### src/rtl/core/prq_pkg.sv
// prq_pkg: types, codes and constants for the priority retransmit queue
// no dependencies; imported by every module of the block
`default_nettype none
package prq_pkg;

  localparam int unsigned NumCfg = 6;
  localparam int unsigned CfgIdxW = 3;
  localparam int unsigned CfgDataW = 16;
  localparam int unsigned MaxResults = 32;
  localparam logic [2:0] SendsMax = 3'd7;
  localparam logic [8:0] AgeMax = 9'd511;

  typedef enum logic [2:0] {
    FUNC_ENQ   = 3'd0,
    FUNC_ACK   = 3'd1,
    FUNC_RANGE = 3'd2,
    FUNC_POP   = 3'd3,
    FUNC_AGE   = 3'd4,
    FUNC_SENT  = 3'd5
  } func_e;

  typedef enum logic [1:0] {
    ST_DONE     = 2'd0,
    ST_NOTFOUND = 2'd1,
    ST_FULL     = 2'd2,
    ST_EMPTY    = 2'd3
  } status_e;

  typedef enum logic [2:0] {
    CFG_CYC_A     = 3'd0,
    CFG_CYC_B     = 3'd1,
    CFG_SER_MAX   = 3'd2,
    CFG_CYC_LIM   = 3'd3,
    CFG_NORM_LIM  = 3'd4,
    CFG_AGE_LIM   = 3'd5
  } cfg_idx_e;

  typedef struct packed {
    logic [2:0]  func;
    logic [23:0] source_id;
    logic [23:0] dest_id;
    logic [3:0]  degree;
    logic [15:0] serial;
    logic [15:0] serial_end;
    logic        encrypt;
    logic [15:0] payload_tag;
    logic [9:0]  payload_length;
    logic [5:0]  accept_count;
  } in_item_t;

  typedef struct packed {
    logic [1:0]  status;
    logic [23:0] out_source;
    logic [23:0] out_dest;
    logic [15:0] out_serial;
    logic [3:0]  out_degree;
    logic [2:0]  out_send_count;
    logic        out_encrypt;
    logic [15:0] out_tag;
    logic [9:0]  out_length;
    logic [5:0]  removed_count;
    logic        last;
  } out_item_t;

  typedef struct packed {
    logic [23:0] source;
    logic [23:0] dest;
    logic [3:0]  degree;
    logic [15:0] serial;
    logic        flag;
    logic [15:0] handle;
    logic [9:0]  size;
    logic [2:0]  sends;
    logic [8:0]  age;
  } entry_t;

  typedef struct packed {
    logic [3:0]  cyc_a;
    logic [3:0]  cyc_b;
    logic [15:0] ser_max;
    logic [2:0]  cyc_lim;
    logic [2:0]  norm_lim;
    logic [8:0]  age_lim;
  } cfg_t;

  typedef enum logic [2:0] {
    S_IDLE,
    S_SCAN,
    S_EMIT,
    S_SENT
  } state_e;

  // controller to datapath
  typedef struct packed {
    logic load;       // capture input item, reset scan
    logic scan_step;  // one scan step over entry at pointer
    logic emit;       // drive a result from current registers
    logic sent_step;  // mark one head entry sent and report it
  } dp_cmd_t;

  // datapath to controller
  typedef struct packed {
    logic scan_done;
    logic sent_done;
    logic sent_zero;
  } dp_sts_t;

endpackage
`default_nettype wire

### src/rtl/core/prq_ctrl.sv
// prq_ctrl: operation sequencer of the priority retransmit queue
// uses prq_pkg; drives the datapath by command structs
`default_nettype none
module prq_ctrl
  import prq_pkg::*;
(
  input  wire logic    clk_i,
  input  wire logic    rst_ni,
  input  wire logic    start_i,
  input  wire logic [2:0] func_i,
  input  wire dp_sts_t sts_i,
  output dp_cmd_t      cmd_o,
  output logic         busy_o
);

  state_e state_q, state_d;

  always_ff @(posedge clk_i or negedge rst_ni) begin
    if (!rst_ni) begin
      state_q <= S_IDLE;
    end else begin
      state_q <= state_d;
    end
  end

  always_comb begin
    state_d = state_q;
    cmd_o = '0;
    busy_o = (state_q != S_IDLE);
    unique case (state_q)
      S_IDLE: begin
        if (start_i) begin
          cmd_o.load = 1'b1;
          case (func_i) inside
            FUNC_ENQ, FUNC_ACK, FUNC_RANGE, FUNC_POP, FUNC_AGE: state_d = S_SCAN;
            FUNC_SENT: state_d = S_SENT;
            default: state_d = S_IDLE;
          endcase
        end
      end
      S_SCAN: begin
        cmd_o.scan_step = 1'b1;
        if (sts_i.scan_done) state_d = S_EMIT;
      end
      S_EMIT: begin
        cmd_o.emit = 1'b1;
        state_d = S_IDLE;
      end
      S_SENT: begin
        if (sts_i.sent_zero) begin
          cmd_o.emit = 1'b1;
          state_d = S_IDLE;
        end else begin
          cmd_o.sent_step = 1'b1;
          if (sts_i.sent_done) state_d = S_IDLE;
        end
      end
      default: state_d = S_IDLE;
    endcase
  end

endmodule
`default_nettype wire

### config.mk
export PLATFORM = sky130hd
export DESIGN_NAME = prq_ctrl
export DESIGN_NICKNAME = d
export VERILOG_FILES = /design/src/rtl/core/prq_pkg.sv /design/src/rtl/core/prq_ctrl.sv
export SDC_FILE = /design/constraint.sdc
export NUM_CORES = 1
export LEC_CHECK = 0
export ABC_CLOCK_PERIOD_IN_PS = 1280
export BUFFER_PORTS_ARGS = -buffer_cell sky130_fd_sc_hd__buf_4
export CORE_AREA = 10 10 47 49
export DETAILED_ROUTE_END_ITERATION = 10
export DIE_AREA = 0 0 57 59
export GPL_TIMING_DRIVEN = 0
export SETUP_SLACK_MARGIN = 0.15
export SLEW_MARGIN = 0
export SYNTH_ARGS = -nofsm -noshare
export SYNTH_HDL_FRONTEND = slang
export SYNTH_SLANG_ARGS = --single-unit
### constraint.sdc
create_clock -name clk_i -period 1.28 [get_ports clk_i]
set_input_delay 0.192 -clock clk_i [delete_from_list [all_inputs] [get_ports clk_i]]
set_output_delay 0.192 -clock clk_i [all_outputs]
set_load 0.02 [all_outputs]
==> results_dict.tcl, run 1 <==
set metrics [dict create \
    grt_usage_pct 3.94 \
    dieHeight_um 59 \
    n_antenna_cell 0 \
    outcome "finished with violations" \
    vias 204 \
    maxCapViolations 0 \
    irDropWorstVdd_uv 361 \
    synthMuxAreaShare_pct 0 \
    coreArea_mm2 0.00140 \
    synth-simple-area-share_pct 41.4 \
    design_area_um2 360 \
    synth_area_leaders "dfrtp_1 (30%), o2bb2ai_2 (9.0%), nor2_4 (6.8%)" \
    end_kind "output port" \
    largest_reg_flops 2 \
    r2r_setup_slack_ns 0.21 \
    fill_cells 166 \
    place_ws_ns 0.104 \
    synth_adder_area_share_pct 0 \
    boundaryPins 14 \
    tightest_slew_ns 0.220 \
    antenna_found_initial 0 \
    synth.top_cells.by_count "dfrtp_1 (2), inv_1 (2), nand2_1 (2)" \
    rsz0062_at_grt "true" \
    top_register "state_q" \
    synth_cell_types 16 \
    fin_util_pct 25.7 \
    worstSkewPairLatency_ns 0.22 \
    wl_um 622 \
    syn_area_um2 166 \
    io_buffer_count 13 \
    cp_max_fo 2 \
    drc_errors 0 \
    cts_tree "yes" \
    cellPowerDensity_mw_per_mm2 2310 \
    routabilityCongestion 0.598 \
    crit_arrival_ns 1.12 \
    initial_core_util_pct 11.9 \
    root_buffer "clkbuf_4" \
    yosysTopAreaCellShare_pct 30.1 \
    grt_max_degree 8 \
    dpl.cell_count 48 \
    max-slew-margin-rel_pct 85.2 \
    htreeDepth 1 \
    grt_pass1_vias 264 \
    power_uw 833 \
    avgSynthCellArea_um2 8.76 \
    fin_cells 55 \
    slew_viol_final 0 \
    critical_path_required_ns 1.09 \
    hold_violations 0 \
    finClkSkew_ns 0.00456 \
    nNetsFinal 50 \
    hp-class "primary input to flip-flop" \
    clk_pin_slew_ns 0.03 \
    post-route-period-util_pct 103 \
    yosys.area.top_type "dfrtp_1" \
    fmax_mhz 761 \
    grt.overflow.total 0 \
    violations "setup timing" \
    multi_input_area_um2 113 \
    fin_crit_ns 1.31 \
    synth_top_family_by_area "simple AND/OR/NAND/NOR gates" \
    synth-seq-area-share_pct 30.1 \
    cts_sinks 2 \
    yosysWarnings 0 \
    startpoint_type "flip-flop" \
    holdWs_ns 0.243 \
    setup_slack_ns -0.0335 \
    rows 14 \
    vias_per_cell 3.71 \
    cts.path.max_buffers 2 \
    drive_above_1_share_pct 71.8 \
    detail-route-antenna-nets 0 \
    synth_xor_area_share_pct 0 \
    drtIter0Drc 3 \
    async_reset_ff_share_pct 100 \
    syn_nets 28 \
    wl_per_cell_um 11.3 \
    die_w_um 57 \
    setup_viol_count_final 2 \
    hpwl_um 457 \
    synth_edf_count 0 \
    synth-seq-cells 2 \
    first_pass_iters 4 \
    syn_to_final_growth_pct 117 \
    die_area_mm2 0.00336 \
    crit_type "flip-flop to output port" \
    p_leak_nw 0.176 \
    cts_buffers 3 \
    seq_area_um2 52.6 \
    grt_pass1_wl_um 1100 \
    synth_compound_area_share_pct 24.1 \
    setup-tns-final_ns -0.0374 \
    synth_top_flop_cell "dfrtp_1" \
    dpl_cell_area_um2 284 \
    syn_inst 19 \
    largestRegisters "state_q: 2 flops" \
]
metal layers:
| layer | vias up | GRT usage (%) | wire length [um] |
|---|---|---|---|
| li1 | 105 | - | - |
| met1 | 92 | 3.58 | 206 |
| met2 | 7 | 7.29 | 362 |
| met3 | 0 | 1.07 | 54 |
| met4 | 0 | 3.02 | 0 |
| met5 | - | 0 | 0 |
power by group:
part	total (mW)	internal (mW)	switching [mW]	leakage (nW)
Sequential	0.126	0.100	0.0252	0.0230
Clock	0.138	0.103	0.0351	0.0138
Combinational	0.569	0.308	0.261	0.140
Total	0.833	0.512	0.321	0.176
critical path: stages, from the launching register on:
cell	delay, ns
dfrtp_2	0.40
or2_4	0.27
nor2_4	0.11
buf_6	0.13
final cells by class:
type                            count  share of cell area (%)
Clock buffer                        3                    6.25
Timing Repair Buffer               17                    40.3
Tap cell                           16                    5.56
Inverter                            2                    2.08
Multi-Input combinational cell     15                    31.2
Sequential cell                     2                    14.6
cell families (layout without fill, tap and decap cells):
logic type | count (synthesis) | after routing
buffers and inverters | 2 | 22
DFF | 2 | 2
and+or+nand+nor | 10 | 10
AOI/OAI and AO/OA | 5 | 5
path summary, 6_finish.rpt:
path,startpoint,cells after the start,end
min,func_i[1],3,state_q[0]
max reg2reg,state_q[0],4,state_q[1]
max,state_q[1],3,cmd_o[3]
max in group asynchronous,rst_ni,2,state_q[1]
min in group asynchronous,rst_ni,2,state_q[0]
min reg2reg,state_q[1],3,state_q[0]
cells in the final DEF (no fill, tap or decap), drive strengths merged:
master	netlist	layout
a211oi	1	1
a21boi	1	1
a21oi	1	1
and2b	2	2
and3	1	1
buf	0	16
clkbuf	0	3
dfrtp	2	2
dlygate4sd3	0	1
inv	2	2
nand2	2	2
nand3	1	1
nor2	2	2
nor2b	1	1
o21ai	1	1
o2bb2ai	1	1
or2	1	1
what timing repair did:
action / in CTS / in global routing
resized for setup: 7 / 1
setup buffers: 3 / 0
hold endpoints to repair: 2 / 0
setup endpoints to repair: 5 / 5
hold buffers: 1 / 0
Power figures use the tool's default switching activity.
==> inputs of run 2 (changes only) <==
- SETUP_SLACK_MARGIN: 0.15 -> not set
==> run 2 against run 1 <==
Effect of this change: power stayed put; register-to-register slack hardly changed; largest cell class unchanged; critical path depth stayed put; clock power hardly changed; highest routed layer unchanged; critical path type unchanged; critical endpoint unchanged; largest power group unchanged; flip-flop and latch count stayed put; cell count stayed put; the run still ends with setup timing left.
==> results_dict.tcl, run 2 (synthesis results as in run 1) <==
set metrics [dict create \
    critPathMaxStageDelay_ns 0.40 \
    finClkSkew_ns 0.00456 \
    crit_path_top_delay_cell "dfrtp_2" \
    use_met1_pct 3.58 \
    htreeDepth 1 \
    clk_pin_slew_ns 0.03 \
    cellPowerDensity_mw_per_mm2 2310 \
    tightest_slew_ns 0.220 \
    setup_slack_ns -0.0335 \
    vias 204 \
    syn_to_final_growth_pct 117 \
    largest_reg_flops 2 \
    outcome "finished with violations" \
    startpoint_type "flip-flop" \
    rsz0062_at_grt "true" \
    fin_util_pct 25.7 \
    top_register "state_q" \
    post-route-period-util_pct 103 \
    r2r_setup_slack_ns 0.21 \
    crit_arrival_ns 1.12 \
    drtIter0Drc 3 \
    die_w_um 57 \
    top_usage_layer "met2" \
    cts.path.max_buffers 2 \
    fin_cells 55 \
    boundaryPins 14 \
    setup_viol_count_final 2 \
    layout_common_cells "buf_4 (12), buf_6 (4), clkbuf_4 (3)" \
    crit_type "flip-flop to output port" \
    design_area_um2 360 \
    layout_commonest_cell "buf_4" \
    worstPathCellList "or2_4, nor2_4, buf_6" \
    grt.overflow.total 0 \
    first_pass_iters 4 \
    die_area_mm2 0.00336 \
    grt_pass1_wl_um 1100 \
    routabilityCongestion 0.598 \
    antenna_found_initial 0 \
    vias_per_cell 3.71 \
    io_buffer_count 13 \
    root_buffer "clkbuf_4" \
    cts_buffers 3 \
    critical_path_required_ns 1.09 \
    nNetsFinal 50 \
    rows 14 \
    drc_errors 0 \
    p_leak_nw 0.176 \
    maxCapViolations 0 \
    detail-route-antenna-nets 0 \
    hpwl_um 457 \
    grt_pass1_vias 266 \
    end_kind "output port" \
    met2_usage_pct 7.29 \
    cp_max_fo 2 \
    hp-class "primary input to flip-flop" \
    dpl_cell_area_um2 284 \
    power_uw 833 \
    grt_max_degree 8 \
    wl_per_cell_um 11.3 \
    hold_violations 0 \
    drive_above_1_share_pct 71.8 \
    n_antenna_cell 0 \
    use_met3_pct 1.07 \
    initial_core_util_pct 11.9 \
    dieHeight_um 59 \
    fill_cells 166 \
    max-slew-margin-rel_pct 85.2 \
    coreArea_mm2 0.00140 \
    cts_tree "yes" \
    grt_usage_pct 3.94 \
    fin_crit_ns 1.31 \
    fmax_mhz 761 \
    cts_sinks 2 \
    violations "setup timing" \
    largestRegisters "state_q: 2 flops" \
    dpl.cell_count 48 \
    irDropWorstVdd_uv 361 \
    worstSkewPairLatency_ns 0.22 \
    wl_um 622 \
    slew_viol_final 0 \
]
## run 2: cell counts in the layout (fill, tap and decap cells not counted)
No cell type changed its count.
## run 2: layout make-up
| cell class | instances | area, um2 | area share (%) |
|---|---|---|---|
| clock buffers | 3 | 22.5 | 6.25 |
| inverters | 2 | 7.51 | 2.08 |
| multi-input cells | 15 | 113 | 31.2 |
| flip-flops and latches | 2 | 52.6 | 14.6 |
| well taps | 16 | 20.0 | 5.56 |
| repair buffers | 17 | 145 | 40.3 |
## run 2: path summary, 6_finish.rpt
kind / startpoint / end / cells after the start
max: state_q[1] / cmd_o[3] / 3
min: func_i[1] / state_q[0] / 3
max reg2reg: state_q[0] / state_q[1] / 4
min reg2reg: state_q[1] / state_q[0] / 3
max in group asynchronous: rst_ni / state_q[1] / 2
min in group asynchronous: rst_ni / state_q[0] / 2
## run 2: what timing repair did
item / in CTS / in global routing
setup buffers: 3 / 0
pin swaps: 0 / 0
endpoints found under the setup margin: 2 / 4
gates cloned: 0 / 0
resized for setup: 6 / 2
hold buffers: 1 / 0
endpoints found under the hold margin: 2 / 0
## run 2: through the flow
step           TNS (ns)  worst slack [ns]  hold WS (ns)
2_1_floorplan         0             0.155        -0.104
3_3_place_gp          0             0.120       -0.0253
3_5_place_dp          0             0.104       -0.0237
4_1_cts         -0.0756           -0.0560         0.243
5_1_grt          -0.155           -0.0850         0.267
6_report        -0.0374           -0.0335         0.243
## run 2: critical path: cells and delay by family, from the launching register on
family | cells | cell delay (ns)
flops | 1 | 0.40
simple gates | 2 | 0.38
buf+inv | 1 | 0.13
## run 2: per-layer routing
metal | up-vias | share of wire (%)
li1 | 105 | -
met2 | 7 | 58
met4 | 0 | 0
met5 | - | 0
met1 | 92 | 33
met3 | 0 | 8.7
## run 2: report_power, final
| part | switching (mW) | internal, mW | leakage [nW] |
|---|---|---|---|
| clock | 0.0351 | 0.103 | 0.0138 |
| combinational | 0.261 | 0.308 | 0.140 |
| sequential | 0.0252 | 0.100 | 0.0230 |
| total | 0.321 | 0.512 | 0.176 |
